--- src/rtl/core/lrpp_pkg.sv ---
// ============================================================================
// lrpp_pkg - shared types and constants of the light reply packet parser
// Holds the byte codes of the reply packet prefixes, the reply kind codes
// and the record types that pass between the parser stages.
// ============================================================================
package lrpp_pkg;

    // Bytes of the reply prefixes and the channel field markers.
    localparam logic [7:0] BYTE_HEAD        = 8'hd2;
    localparam logic [7:0] BYTE_ACK         = 8'ha1;
    localparam logic [7:0] BYTE_CHANNEL_ACK = 8'ha6;
    localparam logic [7:0] BYTE_STATUS      = 8'hb0;
    localparam logic [7:0] BYTE_STATUS_LEN  = 8'h0e;
    localparam logic [7:0] BYTE_ZERO        = 8'h00;
    localparam logic [7:0] BYTE_ONE         = 8'h01;
    localparam logic [7:0] BYTE_MARK_START  = 8'h02;
    localparam logic [7:0] BYTE_MARK_END    = 8'hf5;
    localparam logic [7:0] BYTE_VALUE_TAG   = 8'h18;
    localparam logic [7:0] BYTE_FIRST_ID    = 8'h03;

    // Channel levels are percentages.
    localparam logic [7:0] LEVEL_MAX  = 8'd100;
    localparam int         CHANNELS   = 5;

    // Rounded division by five: (x * 205) >> 10 is exact for x below 1024.
    localparam logic [7:0] DIV5_MUL   = 8'd205;
    localparam int         DIV5_SHIFT = 10;

    // Reply kind codes.
    localparam logic [2:0] KIND_UNKNOWN     = 3'd0;
    localparam logic [2:0] KIND_MANUAL_ACK  = 3'd1;
    localparam logic [2:0] KIND_AUTO_ACK    = 3'd2;
    localparam logic [2:0] KIND_CHANNEL_ACK = 3'd3;
    localparam logic [2:0] KIND_STATUS      = 3'd4;

    // Light mode codes.
    localparam logic [1:0] MODE_UNKNOWN = 2'd0;
    localparam logic [1:0] MODE_MANUAL  = 2'd1;
    localparam logic [1:0] MODE_AUTO    = 2'd2;

    // One received byte as held in the input register.
    typedef struct packed {
        logic [7:0] rx_byte;
        logic       end_of_packet;
    } rx_item_t;

    // One classified reply.
    typedef struct packed {
        logic [2:0] reply_kind;
        logic       status_ok;
        logic [1:0] light_mode;
        logic [6:0] pink_level;
        logic [6:0] blue_level;
        logic [6:0] cold_white_level;
        logic [6:0] white_level;
        logic [6:0] warm_white_level;
        logic [6:0] average_level;
    } reply_t;

endpackage

--- src/rtl/core/lrpp_if.sv ---
// ============================================================================
// lrpp_if - channel interfaces of the light reply packet parser
// A byte channel and a reply channel, each with valid, ready and payload.
// ============================================================================
interface lrpp_rx_if;
    logic       valid;
    logic       ready;
    logic [7:0] rx_byte;
    logic       end_of_packet;

    modport source (output valid, output rx_byte, output end_of_packet, input ready);
    modport sink   (input valid, input rx_byte, input end_of_packet, output ready);
endinterface

interface lrpp_reply_if;
    logic       valid;
    logic       ready;
    logic [2:0] reply_kind;
    logic       status_ok;
    logic [1:0] light_mode;
    logic [6:0] pink_level;
    logic [6:0] blue_level;
    logic [6:0] cold_white_level;
    logic [6:0] white_level;
    logic [6:0] warm_white_level;
    logic [6:0] average_level;

    modport source (
        output valid, output reply_kind, output status_ok, output light_mode,
        output pink_level, output blue_level, output cold_white_level,
        output white_level, output warm_white_level, output average_level,
        input ready
    );
    modport sink (
        input valid, input reply_kind, input status_ok, input light_mode,
        input pink_level, input blue_level, input cold_white_level,
        input white_level, input warm_white_level, input average_level,
        output ready
    );
endinterface

--- src/rtl/core/lrpp_input_stage.sv ---
// ============================================================================
// lrpp_input_stage - input register of the reply parser
// Captures one byte item per cycle and holds it until the parser takes it.
// ============================================================================
module lrpp_input_stage
    import lrpp_pkg::*;
(
    input  logic     clk,
    input  logic     rst_n,
    lrpp_rx_if.sink  rx,
    input  logic     take,
    output logic     item_valid,
    output rx_item_t item
);

    logic     valid_reg;
    rx_item_t item_reg;

    // The register is free when empty or when its item leaves this cycle.
    assign rx.ready   = !valid_reg || take;
    assign item_valid = valid_reg;
    assign item       = item_reg;

    // Valid flag.
    always_ff @(posedge clk or negedge rst_n)
    begin
        if (!rst_n)
        begin
            valid_reg <= 1'b0;
        end
        else if (rx.ready)
        begin
            valid_reg <= rx.valid;
        end
    end

    // Payload.
    always_ff @(posedge clk)
    begin
        if (rx.ready && rx.valid)
        begin
            item_reg.rx_byte       <= rx.rx_byte;
            item_reg.end_of_packet <= rx.end_of_packet;
        end
    end

endmodule

--- src/rtl/core/lrpp_parse_core.sv ---
// ============================================================================
// lrpp_parse_core - per-packet parsing state of the reply parser
// Updates the prefix match, marker search and channel field state for the
// held byte, and builds the reply record on the final byte of a packet.
// ============================================================================
module lrpp_parse_core
    import lrpp_pkg::*;
(
    input  logic     clk,
    input  logic     rst_n,
    input  logic     item_valid,
    input  rx_item_t item,
    input  logic     out_space,
    output logic     take,
    output logic     reply_load,
    output reply_t   reply
);

    // Parse phases.
    localparam logic [2:0] PH_SEARCH   = 3'd0;
    localparam logic [2:0] PH_ID       = 3'd1;
    localparam logic [2:0] PH_AFTER_ID = 3'd2;
    localparam logic [2:0] PH_VALUE    = 3'd3;
    localparam logic [2:0] PH_DONE     = 3'd4;
    localparam logic [2:0] PH_FAIL     = 3'd5;

    localparam logic [3:0] POS_SAT    = 4'd8;
    localparam logic [2:0] FIELD_LAST = 3'(CHANNELS);

    logic [3:0] pos_reg,   pos_next;
    logic [3:0] flags_reg, flags_next;
    logic       prev_mark_reg, prev_mark_next;
    logic [2:0] phase_reg, phase_next;
    logic [2:0] field_reg, field_next;
    logic [1:0] mode_reg,  mode_next;
    logic [8:0] sum_reg,   sum_next;
    logic [6:0] level_reg  [CHANNELS];
    logic [6:0] level_next [CHANNELS];

    logic [7:0]  b;
    logic        last;
    logic [6:0]  clamped;
    logic        take_val;
    logic [9:0]  sum_round;
    logic [17:0] avg_prod;
    logic [2:0]  kind;

    assign b    = item.rx_byte;
    assign last = item.end_of_packet;

    // A byte moves on unless it closes a packet while the result slot is full.
    assign take       = item_valid && (!last || out_space);
    assign reply_load = take && last;

    assign clamped = (b > LEVEL_MAX) ? LEVEL_MAX[6:0] : b[6:0];

    // Prefix match, byte count and mode byte.
    always_comb
    begin
        flags_next = flags_reg;
        mode_next  = mode_reg;
        unique case (pos_reg)
            4'd0:
            begin
                if (b != BYTE_HEAD) flags_next = 4'b0000;
            end
            4'd1:
            begin
                if (b != BYTE_ACK) flags_next[1:0] = 2'b00;
                if (b != BYTE_CHANNEL_ACK) flags_next[2] = 1'b0;
                if (b != BYTE_STATUS) flags_next[3] = 1'b0;
            end
            4'd2:
            begin
                if (b != BYTE_ONE) flags_next[1:0] = 2'b00;
                if (b != BYTE_ZERO) flags_next[3] = 1'b0;
            end
            4'd3:
            begin
                if (b != BYTE_ZERO) flags_next[0] = 1'b0;
                if (b != BYTE_ONE) flags_next[1] = 1'b0;
                if (b != BYTE_STATUS_LEN) flags_next[3] = 1'b0;
            end
            4'd4:
            begin
                if (b != BYTE_ONE) flags_next[3] = 1'b0;
            end
            4'd5:
            begin
                mode_next = (b == BYTE_ZERO) ? MODE_MANUAL :
                            (b == BYTE_ONE)  ? MODE_AUTO : MODE_UNKNOWN;
            end
            default:
            begin
            end
        endcase
        pos_next = (pos_reg < POS_SAT) ? pos_reg + 4'd1 : POS_SAT;
    end

    // Marker search and channel field parsing.
    always_comb
    begin
        phase_next     = phase_reg;
        field_next     = field_reg;
        prev_mark_next = prev_mark_reg;
        take_val       = 1'b0;
        unique case (phase_reg)
            PH_SEARCH:
            begin
                if (prev_mark_reg && b == BYTE_MARK_END)
                begin
                    phase_next = PH_ID;
                    field_next = 3'd0;
                end
                else
                begin
                    prev_mark_next = (b == BYTE_MARK_START);
                end
            end
            PH_ID:
            begin
                phase_next = (field_reg < FIELD_LAST &&
                              b == BYTE_FIRST_ID + {5'd0, field_reg}) ? PH_AFTER_ID : PH_FAIL;
            end
            PH_AFTER_ID:
            begin
                if (b == BYTE_VALUE_TAG) phase_next = PH_VALUE;
                else take_val = 1'b1;
            end
            PH_VALUE:
            begin
                take_val = 1'b1;
            end
            default:
            begin
            end
        endcase
        if (take_val)
        begin
            if (field_reg < FIELD_LAST) field_next = field_reg + 3'd1;
            phase_next = (field_next >= FIELD_LAST) ? PH_DONE : PH_ID;
        end
    end

    // Channel level write and running sum.
    always_comb
    begin
        sum_next = sum_reg;
        for (int i = 0; i < CHANNELS; i++)
        begin
            level_next[i] = level_reg[i];
        end
        if (take_val && field_reg < FIELD_LAST)
        begin
            level_next[field_reg] = clamped;
            sum_next              = sum_reg + {2'd0, clamped};
        end
    end

    // Reply record; the sum stays at or below 500, so the product is exact.
    assign sum_round = {1'b0, sum_next} + 10'd2;
    assign avg_prod  = sum_round * DIV5_MUL;

    always_comb
    begin
        kind = KIND_UNKNOWN;
        if (pos_next >= 4'd4)
        begin
            if (flags_next[0]) kind = KIND_MANUAL_ACK;
            else if (flags_next[1]) kind = KIND_AUTO_ACK;
            else if (flags_next[2]) kind = KIND_CHANNEL_ACK;
            else if (flags_next[3] && pos_next >= 4'd5) kind = KIND_STATUS;
        end
        reply            = '0;
        reply.reply_kind = kind;
        if (kind == KIND_STATUS && pos_next >= POS_SAT)
        begin
            reply.status_ok        = (phase_next == PH_DONE);
            reply.light_mode       = mode_next;
            reply.pink_level       = level_next[0];
            reply.blue_level       = level_next[1];
            reply.cold_white_level = level_next[2];
            reply.white_level      = level_next[3];
            reply.warm_white_level = level_next[4];
            reply.average_level    = (phase_next == PH_DONE) ?
                                     avg_prod[DIV5_SHIFT +: 7] : 7'd0;
        end
    end

    // State registers; a packet's final byte returns them to the reset values.
    always_ff @(posedge clk or negedge rst_n)
    begin
        if (!rst_n)
        begin
            pos_reg       <= 4'd0;
            flags_reg     <= 4'b1111;
            prev_mark_reg <= 1'b0;
            phase_reg     <= PH_SEARCH;
            field_reg     <= 3'd0;
            mode_reg      <= MODE_UNKNOWN;
            sum_reg       <= 9'd0;
            for (int i = 0; i < CHANNELS; i++)
            begin
                level_reg[i] <= 7'd0;
            end
        end
        else if (take)
        begin
            if (last)
            begin
                pos_reg       <= 4'd0;
                flags_reg     <= 4'b1111;
                prev_mark_reg <= 1'b0;
                phase_reg     <= PH_SEARCH;
                field_reg     <= 3'd0;
                mode_reg      <= MODE_UNKNOWN;
                sum_reg       <= 9'd0;
                for (int i = 0; i < CHANNELS; i++)
                begin
                    level_reg[i] <= 7'd0;
                end
            end
            else
            begin
                pos_reg       <= pos_next;
                flags_reg     <= flags_next;
                prev_mark_reg <= prev_mark_next;
                phase_reg     <= phase_next;
                field_reg     <= field_next;
                mode_reg      <= mode_next;
                sum_reg       <= sum_next;
                for (int i = 0; i < CHANNELS; i++)
                begin
                    level_reg[i] <= level_next[i];
                end
            end
        end
    end

    // The field counter never passes the channel count.
    a_field_range: assert property (@(posedge clk) disable iff (!rst_n)
        field_reg <= FIELD_LAST)
        else $error("field counter out of range");

    // A finished parse has seen every channel.
    a_done_fields: assert property (@(posedge clk) disable iff (!rst_n)
        phase_reg == PH_DONE |-> field_reg == FIELD_LAST)
        else $error("parse done before all channels");

    // A final byte returns the packet state to its start.
    a_packet_restart: assert property (@(posedge clk) disable iff (!rst_n)
        reply_load |=> (pos_reg == 4'd0 && phase_reg == PH_SEARCH && sum_reg == 9'd0))
        else $error("packet state not cleared after final byte");

    // The running sum matches the stored levels.
    a_sum_match: assert property (@(posedge clk) disable iff (!rst_n)
        sum_reg == {2'd0, level_reg[0]} + {2'd0, level_reg[1]} + {2'd0, level_reg[2]}
                 + {2'd0, level_reg[3]} + {2'd0, level_reg[4]})
        else $error("running sum differs from levels");

endmodule

--- src/rtl/core/lrpp_result_stage.sv ---
// ============================================================================
// lrpp_result_stage - result register of the reply parser
// Holds one reply item until the consumer takes it.
// ============================================================================
module lrpp_result_stage
    import lrpp_pkg::*;
(
    input  logic          clk,
    input  logic          rst_n,
    input  logic          load,
    input  reply_t        reply_in,
    output logic          out_space,
    lrpp_reply_if.source  reply
);

    logic   valid_reg;
    reply_t data_reg;

    // A new reply fits when the slot is empty or drains this cycle.
    assign out_space = !valid_reg || reply.ready;

    // Valid flag.
    always_ff @(posedge clk or negedge rst_n)
    begin
        if (!rst_n)
        begin
            valid_reg <= 1'b0;
        end
        else if (out_space)
        begin
            valid_reg <= load;
        end
    end

    // Payload.
    always_ff @(posedge clk)
    begin
        if (load)
        begin
            data_reg <= reply_in;
        end
    end

    assign reply.valid            = valid_reg;
    assign reply.reply_kind       = data_reg.reply_kind;
    assign reply.status_ok        = data_reg.status_ok;
    assign reply.light_mode       = data_reg.light_mode;
    assign reply.pink_level       = data_reg.pink_level;
    assign reply.blue_level       = data_reg.blue_level;
    assign reply.cold_white_level = data_reg.cold_white_level;
    assign reply.white_level      = data_reg.white_level;
    assign reply.warm_white_level = data_reg.warm_white_level;
    assign reply.average_level    = data_reg.average_level;

    // A load only happens when there is room for it.
    a_no_overwrite: assert property (@(posedge clk) disable iff (!rst_n)
        load |-> out_space)
        else $error("reply loaded into a full slot");

    // Only a status reply can report a complete parse.
    a_ok_status: assert property (@(posedge clk) disable iff (!rst_n)
        reply.valid && reply.status_ok |-> reply.reply_kind == KIND_STATUS)
        else $error("status_ok on a non-status reply");

    // An average is reported only with a complete parse.
    a_avg_ok: assert property (@(posedge clk) disable iff (!rst_n)
        reply.valid && !reply.status_ok |-> reply.average_level == 7'd0)
        else $error("average without a complete parse");

endmodule

--- src/rtl/core/light_reply_packet_parser.sv ---
// ============================================================================
// light_reply_packet_parser - reply packet parser for a lighting device
//
//   Channel   Dir   Payload                                   Per item
//   rx        in    rx_byte[7:0], end_of_packet               one packet byte
//   reply     out   reply_kind, status_ok, light_mode,        one per packet
//                   five channel levels, average_level
//
// One byte is taken every cycle; the parse state updates in a single pass.
// A reply passes through the input register and the reply register after the final byte of its packet is accepted.
// The input register only stalls when a final byte meets a full reply slot.
// Reset is asynchronous and active low and needs no clearing pass.
// ============================================================================
module light_reply_packet_parser
    import lrpp_pkg::*;
(
    input  logic         clk,
    input  logic         rst_n,
    lrpp_rx_if.sink      rx,
    lrpp_reply_if.source reply
);

    logic     item_valid;
    rx_item_t item;
    logic     take;
    logic     out_space;
    logic     reply_load;
    reply_t   reply_data;

    // Input register.
    lrpp_input_stage u_input (
        .clk        (clk),
        .rst_n      (rst_n),
        .rx         (rx),
        .take       (take),
        .item_valid (item_valid),
        .item       (item)
    );

    // Parsing state and reply build.
    lrpp_parse_core u_core (
        .clk        (clk),
        .rst_n      (rst_n),
        .item_valid (item_valid),
        .item       (item),
        .out_space  (out_space),
        .take       (take),
        .reply_load (reply_load),
        .reply      (reply_data)
    );

    // Reply register.
    lrpp_result_stage u_result (
        .clk       (clk),
        .rst_n     (rst_n),
        .load      (reply_load),
        .reply_in  (reply_data),
        .out_space (out_space),
        .reply     (reply)
    );

endmodule

--- src/flat_wrapper.sv ---
// flat-port wrapper written by rule: the top's interface ports become plain ports
module light_reply_packet_parser_flat import lrpp_pkg::*;
  (clk, rst_n, rx_valid, rx_rx_byte, rx_end_of_packet, rx_ready, reply_valid, reply_reply_kind, reply_status_ok, reply_light_mode, reply_pink_level, reply_blue_level, reply_cold_white_level, reply_white_level, reply_warm_white_level, reply_average_level, reply_ready);
  lrpp_rx_if rx_i ();
  lrpp_reply_if reply_i ();
  input  logic clk;
  input  logic rst_n;
  input wire logic [$bits(rx_i.valid)-1:0] rx_valid;
  input wire logic [$bits(rx_i.rx_byte)-1:0] rx_rx_byte;
  input wire logic [$bits(rx_i.end_of_packet)-1:0] rx_end_of_packet;
  output wire logic [$bits(rx_i.ready)-1:0] rx_ready;
  output wire logic [$bits(reply_i.valid)-1:0] reply_valid;
  output wire logic [$bits(reply_i.reply_kind)-1:0] reply_reply_kind;
  output wire logic [$bits(reply_i.status_ok)-1:0] reply_status_ok;
  output wire logic [$bits(reply_i.light_mode)-1:0] reply_light_mode;
  output wire logic [$bits(reply_i.pink_level)-1:0] reply_pink_level;
  output wire logic [$bits(reply_i.blue_level)-1:0] reply_blue_level;
  output wire logic [$bits(reply_i.cold_white_level)-1:0] reply_cold_white_level;
  output wire logic [$bits(reply_i.white_level)-1:0] reply_white_level;
  output wire logic [$bits(reply_i.warm_white_level)-1:0] reply_warm_white_level;
  output wire logic [$bits(reply_i.average_level)-1:0] reply_average_level;
  input wire logic [$bits(reply_i.ready)-1:0] reply_ready;
  assign rx_i.valid = rx_valid;
  assign rx_i.rx_byte = rx_rx_byte;
  assign rx_i.end_of_packet = rx_end_of_packet;
  assign rx_ready = rx_i.ready;
  assign reply_valid = reply_i.valid;
  assign reply_reply_kind = reply_i.reply_kind;
  assign reply_status_ok = reply_i.status_ok;
  assign reply_light_mode = reply_i.light_mode;
  assign reply_pink_level = reply_i.pink_level;
  assign reply_blue_level = reply_i.blue_level;
  assign reply_cold_white_level = reply_i.cold_white_level;
  assign reply_white_level = reply_i.white_level;
  assign reply_warm_white_level = reply_i.warm_white_level;
  assign reply_average_level = reply_i.average_level;
  assign reply_i.ready = reply_ready;
  light_reply_packet_parser u_core (.clk(clk), .rst_n(rst_n), .rx(rx_i), .reply(reply_i));
endmodule
--- config.mk ---
export PLATFORM = sky130hd
export DESIGN_NAME = light_reply_packet_parser_flat
export DESIGN_NICKNAME = d
export VERILOG_FILES = /design/src/rtl/core/lrpp_pkg.sv /design/src/rtl/core/lrpp_if.sv /design/src/rtl/core/lrpp_input_stage.sv /design/src/rtl/core/lrpp_parse_core.sv /design/src/rtl/core/lrpp_result_stage.sv /design/src/rtl/core/light_reply_packet_parser.sv /design/src/flat_wrapper.sv
export SDC_FILE = /design/constraint.sdc
export NUM_CORES = 1
export LEC_CHECK = 0
export BUFFER_PORTS_ARGS = -buffer_cell sky130_fd_sc_hd__buf_2
export CORE_MARGIN = 10
export CORE_UTILIZATION = 65
export DETAILED_ROUTE_END_ITERATION = 8
export HOLD_SLACK_MARGIN = 0.12
export PLACE_DENSITY = 0.9
export SKIP_CTS_REPAIR_TIMING = 1
export SLEW_MARGIN = 20
export SYNTH_ARGS = -nofsm -noshare
export SYNTH_HDL_FRONTEND = slang
export SYNTH_SLANG_ARGS = --single-unit
--- constraint.sdc ---
create_clock -name clk -period 21 [get_ports clk]
set_input_delay 6.3 -clock clk [delete_from_list [all_inputs] [get_ports clk]]
set_output_delay 6.3 -clock clk [all_outputs]
set_load 0.02 [all_outputs]
After elaboration in Yosys (flattened, before gate mapping)
Index checks and enable logic that the tools add are counted.
- add/subtract/negate cells: 5
- multiply operators: 1
- magnitude comparators: 9
- equal/unequal tests: 22
- multiplexer cells: 51
- bitwise operators: 1
- reductions and logical operators: 22
- operators with widths (kind ; count):
    $mux W35 ; 2
    $mux W3 ; 17
    $bwmux W35 ; 1
    $ne A8 B8 Y1 const B ; 4
    $demux W7 S3 ; 1
    $mux W9 ; 2
    $mul A10 B8 Y17 const B ; 1
    $mux W4 ; 4
    $mux W7 ; 2
    $mux W2 ; 6
    $mux W1 ; 11
    $add A9 B2 Y10 const B ; 1
    $add A9 B7 Y9 ; 1
    $logic_and A1 B1 Y1 ; 9
    $pmux W3 S3 ; 1
    $eq A4 B2 Y1 const B ; 2
    $eq A4 B3 Y1 const B ; 2
    $eq A8 B1 Y1 const B ; 1
    $eq A8 B2 Y1 const B ; 1
    $eq A8 B4 Y1 ; 1
    $eq A8 B5 Y1 const B ; 1
    $eq A8 B8 Y1 const B ; 1
    $ge A4 B3 Y1 const B ; 2
    $ge A4 B4 Y1 const B ; 2
    other kinds (28) ; 35
- register bits after elaboration: 120
- bits of input ports: 13
- word-level logic and storage cells: 136

Longest topological paths before layout
Gate-level depths: netlist (run 1).
- depth after elaboration: 12
- gate-level depth with buffers: 33

Hierarchy
Synthesis (run 1) repeated with hierarchy kept, for this count alone.
- cell total of the unflattened synthesis: 784
- area, all modules: 7719.9 um^2
- modules (own cells, without submodules) (module ; times used ; cells each ; area an instance (um^2)):
    lrpp_parse_core ; 1 ; 720 ; 5906.9
    lrpp_result_stage ; 1 ; 51 ; 1488.9
    lrpp_input_stage ; 1 ; 13 ; 324.1

Worst setup path before layout (run 1)
OpenSTA, ideal clock, no wires.
- path kind: input-to-output
- start: input reply_ready
- end: output rx_ready
- arrival time: 6.624 ns
- setup slack: 8.076 ns
- stages on the path: 1
- cells stage by stage: nand4b_1
- longest elaborated chain between the ends: 4
- ends and longest elaborated chain (element ; line ; text):
    start, declared ; flat_wrapper.sv:22 ; input wire logic [$bits(reply_i.ready)-1:0] reply_ready;
    $logic_or A1 B1 Y1 ; lrpp_result_stage.sv:20 ; assign out_space = !valid_reg || reply.ready;
    $logic_or A1 B1 Y1 ; lrpp_parse_core.sv:52 ; assign take = item_valid && (!last || out_space);
    $logic_and A1 B1 Y1 ; lrpp_parse_core.sv:52 ;
    $logic_or A1 B1 Y1 ; lrpp_input_stage.sv:20 ; assign rx.ready = !valid_reg || take;
    end, declared ; flat_wrapper.sv:11 ; output wire logic [$bits(rx_i.ready)-1:0] rx_ready;
Every way passes these cells.

Worst setup path in the final report (run 1)
Same ends and word-level chain as after synthesis.

==> results of run 1 <==
cells in the final DEF (no fill, tap or decap), types with 4 or more instances in the layout:
master     synthesis  routed
inv_1             64      63
a31oi_1            4       4
nor2_1           104     104
nand3_1           26      26
nand2b_1           5       5
o21ai_1            8       8
nor3b_1            4       4
xnor2_1           15      15
buf_2              5      62
nor3_1            12      11
ha_1              58      58
clkbuf_16          0      17
nor2b_1            5       5
fa_1              17      17
xor2_1             9       9
edfxtp_1          57      57
nand2_1           56      56
a21oi_1           49      49
nand4_1           10      10
dfrtp_1           59      59
dfstp_2            4       4
a32oi_1            4       4
inv_6              0       5
inv_8              0       4
a211oi_1          11      11
a22o_1            28      28
o31ai_1            6       6
o21ai_0           31      31
and3_1            10      10
and4_1             4       4
or3_1              7       7
report_power, final:
group	internal, mW	leakage (nW)	switching, mW
logic	0.0231	2.01	0.0496
clock network	0.168	0.287	0.122
registers	0.261	1.41	0.0105
cell families after synthesis:
group,after synthesis
simple gates,265
xor+xnor,25
fa+ha+maj,75
mux,3
compound gates,172
buf+inv,90
flops,120
path summary, 6_finish.rpt:
path                                                  from                                     end  depth (start not counted)
worst min register to register  u_core.u_core.flags_reg[0]              u_core.u_core.flags_reg[0]                          2
max in group asynchronous                            rst_n                u_core.u_core.sum_reg[4]                          2
worst min-delay path            u_core.u_core.flags_reg[0]              u_core.u_core.flags_reg[0]                          2
worst max-delay path                           reply_ready                                rx_ready                          3
worst max register to register      u_core.u_input.item[3]  u_core.u_result.reply.average_level[6]                         30
min in group asynchronous                            rst_n             u_core.u_core.level_reg[24]                          2
metal layers:
layer  global-route usage  routed length [um]  up-vias
li1                     -                   -     2832
met2                0.380                8950      458
met4                0.123                1010        0
met1                0.309                7650     3006
met5                    0                   0        -
met3               0.0566                1980      115
worst max-delay path: stages:
cell	delay, ps
buf_2	110
nand4b_1	190
buf_2	210
cell type report:
| type | instances | area, um^2 | share of cell area |
|---|---|---|---|
| well taps | 140 | 175 | 0.0209 |
| multi-input cells | 540 | 3770 | 0.449 |
| repair buffers | 65 | 333 | 0.0396 |
| clock buffers | 17 | 425 | 0.0507 |
| clock inverters | 15 | 158 | 0.0188 |
| flip-flops and latches | 120 | 3290 | 0.392 |
| inverters | 65 | 244 | 0.0291 |
==> results.cfg, run 1 <==
[placement]
placed_cells = 930
place.gp.congestion = 0.969
place_area_um2 = 7810
hpwlAfterDp_um = 13200
port_buffers = 62
place_ws_ps = 7880

[cts]
clkTransAtPathRegs_ps = 60
clock_sinks = 120
cts_max_path_buffers = 2
h-tree-depth = 4
cts_made_buffers = 17
cts_root_buf = clkbuf_16
worstSkewPairLatency_ps = 430
cts_tree = done

[finish]
layout.nets = 897
antennaDiodeCount = 0
largest_reg_flops = 35
fill_cells = 647
drive_above_1_share = 0.139
fin_cells = 962
final_util = 0.765
area_growth_pct = 13.3
design_area_um2 = 8400

[synth]
synth_fa_ha_area_frac = 0.144
synthArstFlopShare = 0.525
synth_compound_area_frac = 0.154
synth_area_leaders = edfxtp_1 23%, dfrtp_1 20%, ha_1 9.8%
yosysTopAreaCellShare = 0.231
ys_types = 69
synth_top_family_by_area = simple AND/OR/NAND/NOR gates
yosysWarnings = 0
synthSimpleGateAreaFrac = 0.174
syn_area_um2 = 7410
synth_xor_area_frac = 0.0316
avgSynthCellArea_um2 = 9.88
syn_nets = 838
synth.most_common_cell = nor2_1
ys.flop_type = dfrtp_1
yosysSeqAreaShare = 0.444
syn_inst = 750
synth_common_cells = 104 x nor2_1, 64 x inv_1, 59 x dfrtp_1
synthMuxAreaShare = 0.00405
synth.ff_latch_count = 120
synth-edff-count = 57
yosysTopAreaCell = edfxtp_1

[worst_setup_path]
cp.required_ps = 14700
arrival_ps = 6810
start_kind = primary input
endpoint_kind = primary output
crit_fanout = 3
critical_path_class = primary input to primary output
r2r_slack_ps = 12360

[routing]
firstDrtPassIters = 9
wirelength_um = 19600
vias = 6411
drc = 8
wl_per_cell_um = 20.4
vias_per_cell = 6.66
final_antenna_net_count = 0
drt-initial-drc-count = 1038

[sta]
fmax_ghz = 0.0763
finClkSkew_ps = 11.5
tns_ps = 0
slew_viol_final = 0
whs_ps = 494
finalSetupViolCount = 0
slew_headroom = 0.275
tightest_slew_ps = 1090
rsz0062_at_grt = no
finalCritPeriodShare = 0.624
setup_ws_ps = 7890
hold_viol_final = 0
period_needed_ps = 13110

[floorplan]
core_area_um2 = 11000
initial_utilization = 0.675
core.rowCount = 38
dieArea_um2 = 16100
fp.dieW_um = 127
boundaryPins = 63
die_height_um = 127

[pwr]
peakVddDrop_mv = 0.0670
p_leak_nw = 3.71
p_per_area_nw_per_um2 = 75.5
power.total_mw = 0.634

[global_routing]
grt_overflow = 0
track_usage = 0.243
grt_max_degree = 64
first_global_vias = 6284
grt_pass1_wl_um = 32000
antenna_found_initial = 0

[run_status]
violations = DRC
outcome = complete, but fails checks

[job]
maxCapViolCount = 0

[hold_path]
min-delay-path-class = register to register
Power figures use the tool's default switching activity.
==> run 2: changes to the inputs <==
Settings changed: CORE_UTILIZATION 65 to 61, PLACE_DENSITY 0.9 to 0.85.
Clock period 21 ns to 12.8 ns, I/O delays scaled along.
==> run 2 against run 1 <==
The flow now finishes without violations. Clock power rose by 59%. Die area up 5.5%. Sequential share of layout area rose by 0.070 points. Combinational power is 64% higher. Register-to-register slack got worse by 8100 ps. Critical endpoint is now u_core.u_result.reply.average_level[6]. Largest power group unchanged. Highest routed layer unchanged.
==> results.cfg, run 2 (synthesis results as in run 1) <==
[cts]
cts_max_path_buffers = 2
cts_tree = done
clock_sinks = 120
worstSkewPairLatency_ps = 440
clkTransAtPathRegs_ps = 60
cts_made_buffers = 17
h-tree-depth = 4
cts_root_buf = clkbuf_16

[placement]
port_buffers = 62
place.gp.congestion = 0.933
place_area_um2 = 7820
hpwlAfterDp_um = 12900
place_ws_ps = 4420

[finish]
drive_above_1_share = 0.134
antennaDiodeCount = 0
design_area_um2 = 8380
layout.nets = 897
final_cell_mix = 104 x nor2_1, 63 x inv_1, 62 x buf_2
seq_area_um2 = 3290
fill_cells = 844
area_growth_pct = 13.1
final_common_cell = nor2_1
largest_reg_flops = 35
multi_input_area_um2 = 3760
final_util = 0.701

[sta]
tightest_slew_ps = 997
hold_viol_final = 0
finalSetupViolCount = 0
tns_ps = 0
slew_headroom = 0.330
whs_ps = 489
rsz0062_at_grt = no
setup_ws_ps = 4280
finClkSkew_ps = 18.5
fmax_ghz = 0.117
slew_viol_final = 0
period_needed_ps = 8520
finalCritPeriodShare = 0.666

[routing]
final_antenna_net_count = 0
drt-initial-drc-count = 631
vias_per_cell = 6.32
drc = 0
firstDrtPassIters = 8
vias = 6127
wirelength_um = 18200
wl_per_cell_um = 18.8

[pwr]
peakVddDrop_mv = 0.0912
p_leak_nw = 3.69
p_per_area_nw_per_um2 = 122

[worst_setup_path]
critical_path_class = register to register
slowest_delay_ps = 780
cp_top_family = simple AND/OR/NAND/NOR gates
path_buf_inv = 5
crit_fanout = 10
crit_slowest_cell = nor3_1
endpoint_kind = register
arrival_ps = 8800
cp.required_ps = 13080
cpMostUsedCell = inv_1
start_kind = register

[global_routing]
track_usage = 0.219
antenna_found_initial = 0
first_global_vias = 5863
grt_overflow = 0
grt_pass1_wl_um = 29400
grt_max_degree = 64

[floorplan]
die_height_um = 130
core.rowCount = 40
boundaryPins = 63
fp.dieW_um = 130
core_area_um2 = 12000
initial_utilization = 0.620
dieArea_um2 = 17000

[hold_path]
min-delay-path-class = register to register

[run_status]
outcome = complete, no violations

[job]
maxCapViolCount = 0
run 2: cell types whose count changed in the layout (fill, tap and decap cells not counted), sizes merged:
cell and change:
bufinv +1, inv -8, clkbuf +3, clkinvlp +3, clkinv +1
run 2: per-stage QoR:
step,cells,total power [mW]
after floorplan,750,0.530
after global placement,937,0.563
after detailed placement,937,0.566
after CTS,969,1.02
after global routing,969,1.06
final,969,1.03
run 2: worst register-to-register path, delay by kind of cell, from the launching register on:
family / cells / cell delay (ps)
AOI/OAI and AO/OA: 7 / 1930
xor gates and xnor gates: 1 / 220
adders and majority gates: 6 / 2570
buffers and inverters: 5 / 330
DFF: 1 / 540
and+or+nand+nor: 11 / 2780
run 2: final timing paths:
check	cells after the start	slack, ps	startpoint	to
worst max register to register	30	4280	u_core.u_input.item[3]	u_core.u_result.reply.average_level[6]
worst min-delay path	2	490	u_core.u_core.flags_reg[3]	u_core.u_core.flags_reg[3]
max in group asynchronous	2	8690	rst_n	u_core.u_core.sum_reg[7]
min in group asynchronous	2	3570	rst_n	u_core.u_core.level_reg[24]
worst max-delay path	30	4280	u_core.u_input.item[3]	u_core.u_result.reply.average_level[6]
worst min register to register	2	490	u_core.u_core.flags_reg[3]	u_core.u_core.flags_reg[3]
run 2: final cells by class:
class                      count  area share
multi-input combinational    540       0.449
sequential                   120       0.393
clock buffer                  20      0.0521
timing repair buffer          65      0.0397
inverter                      65      0.0291
tap                          147      0.0219
clock inverter                12      0.0152
run 2: where the power goes:
group	switching [mW]	internal [mW]
combinational	0.0815	0.0379
sequential	0.0171	0.428
clock	0.177	0.285
total	0.276	0.751
run 2: routing by layer:
layer | vias up | wire [um] | GRT usage
met4 | 0 | 566 | 0.0946
met2 | 313 | 8670 | 0.354
met1 | 2927 | 7590 | 0.277
li1 | 2832 | - | -
met5 | - | 0 | 0
met3 | 55 | 1410 | 0.0491
==> run 3: changes to the inputs <==
Clock period 12.8 ns to 8 ns, I/O delays scaled along.
==> run 3 against run 2 <==
Critical path type unchanged. Routed wire length up 0.45%. Total power up 54%. Largest power group is now sequential cells. Clock skew down 8.6 ps. Cell area grew 0.90%.
==> results.cfg, run 3 (synthesis results as in run 1) <==
[worst_setup_path]
cp_top_family = adder cells
worstRegToRegCells = 26
slowest_delay_ps = 550
r2r_end = u_core.u_result.reply.average_level[6]
start_kind = register
cp.required_ps = 8260
critical_path_class = register to register
crit_slowest_cell = fa_1
endpoint_kind = register
crit_fanout = 9
timing.rr.start = u_core.u_input.item[4]
arrival_ps = 7850
path_buf_inv = 3
r2r_slack_ps = 410

[floorplan]
core.rowCount = 40
boundaryPins = 63
dieArea_um2 = 17000
fp.dieW_um = 130
core_area_um2 = 12000
initial_utilization = 0.620
die_height_um = 130

[pwr]
power.total_mw = 1.58
switchingPower_mw = 0.434
pwr-share-seq = 0.449
peakVddDrop_mv = 0.143
p_clk_frac = 0.428
p_per_area_nw_per_um2 = 187
p_sw_frac = 0.274
p_leak_nw = 3.75
p_int_mw = 1.15
pwr-share-comb = 0.124

[placement]
placed_cells = 940
place_area_um2 = 7840
place.gp.congestion = 0.947
hpwlAfterDp_um = 13000
port_buffers = 62

[sta]
hold_viol_final = 0
whs_ps = 485
finalCritPeriodShare = 0.949
period_needed_ps = 7590
tightest_slew_ps = 1000
slew_headroom = 0.333
finalSetupViolCount = 0
rsz0062_at_grt = no
fmax_ghz = 0.132
tns_ps = 0
slew_viol_final = 0
finClkSkew_ps = 9.87

[global_routing]
grt_max_degree = 64
track_usage = 0.218
grt_pass1_wl_um = 29300
first_global_vias = 5913
antenna_found_initial = 0
grt_overflow = 0

[routing]
final_antenna_net_count = 0
wirelength_um = 18300
drt-initial-drc-count = 922
firstDrtPassIters = 5
wl_per_cell_um = 18.7
vias = 6152
drc = 0
vias_per_cell = 6.27

[finish]
largest_reg_flops = 35
design_area_um2 = 8460
antennaDiodeCount = 0
fill_cells = 819
area_growth_pct = 14.1
final_cell_mix = 104 x nor2_1, 63 x inv_1, 62 x buf_2
fin_cells = 981
layout.nets = 909
drive_above_1_share = 0.150
final_common_cell = nor2_1

[cts]
cts_max_path_buffers = 2
worstSkewPairLatency_ps = 420
clkTransAtPathRegs_ps = 60
clock_sinks = 120
h-tree-depth = 4
cts_root_buf = clkbuf_16
cts_tree = done
cts_made_buffers = 17

[hold_path]
min-delay-path-class = register to register
hold_depth = 2
hp-start = u_core.u_core.level_reg[26]
hold_end = u_core.u_core.level_reg[26]

[job]
maxCapViolCount = 0

[run_status]
outcome = complete, no violations
run 3: area by class of cell:
| cell class | count | area, um^2 | area share |
|---|---|---|---|
| Tap cell | 147 | 184 | 0.0217 |
| Sequential cell | 120 | 3290 | 0.389 |
| Multi-Input combinational cell | 540 | 3790 | 0.448 |
| Timing Repair Buffer | 77 | 423 | 0.0500 |
| Clock inverter | 12 | 81.3 | 0.00962 |
| Clock buffer | 20 | 447 | 0.0528 |
| Inverter | 65 | 244 | 0.0288 |
run 3: power by group through the flow:
stage               combinational, mW  sequential, mW  clock (mW)
floorplan                       0.119           0.728           0
global placement                0.180           0.721           0
detailed placement              0.186           0.722           0
CTS                             0.187           0.711       0.679
global route                    0.214           0.715       0.708
finish                          0.196           0.711       0.678
run 3: stage by stage:
step / setup slack, ps / utilization
floorplan: 704 / -
global placement: 587 / 0.656
detailed placement: 187 / 0.656
CTS: 129 / 0.700
global route: 37.6 / 0.707
finish: 411 / 0.707
run 3: worst reg2reg max path: stages, from the launching register on:
cell	delay, ps
edfxtp_1	530
nor3_4	250
nor2_1	80
nor3_1	200
inv_1	70
ha_1	400
and3_1	200
nand3_1	190
and3_1	240
a211oi_1	400
o221a_2	320
xor2_1	330
and4_1	320
xnor2_1	230
ha_1	310
inv_1	70
fa_1	430
fa_1	520
fa_1	550
inv_1	50
ha_1	340
nand3_1	90
a21oi_1	50
or3_1	440
a41o_1	300
a2111o_1	420
o21ai_1	90
run 3: how the worst max path moves through the flow:
stage	startpoint	end	slack (ps)	depth (start not counted)
finish	u_core.u_input.item[4]	u_core.u_result.reply.average_level[6]	410	26
global route	u_core.u_input.item[4]	u_core.u_result.reply.average_level[6]	40	30
detailed placement	u_core.u_input.item[3]	u_core.u_result.reply.average_level[6]	190	30
global placement	u_core.u_input.item[3]	u_core.u_result.reply.average_level[6]	590	30
CTS	u_core.u_input.item[3]	u_core.u_result.reply.average_level[6]	130	30
floorplan	u_core.u_input.item[4]	u_core.u_result.reply.average_level[6]	700	30
run 3: routing by layer:
layer,global-route usage,vias to the layer above,part of all wire
li1,-,2852,-
met1,0.276,2933,0.42
met2,0.357,330,0.48
met3,0.0487,37,0.078
met4,0.0807,0,0.019
met5,0,-,0
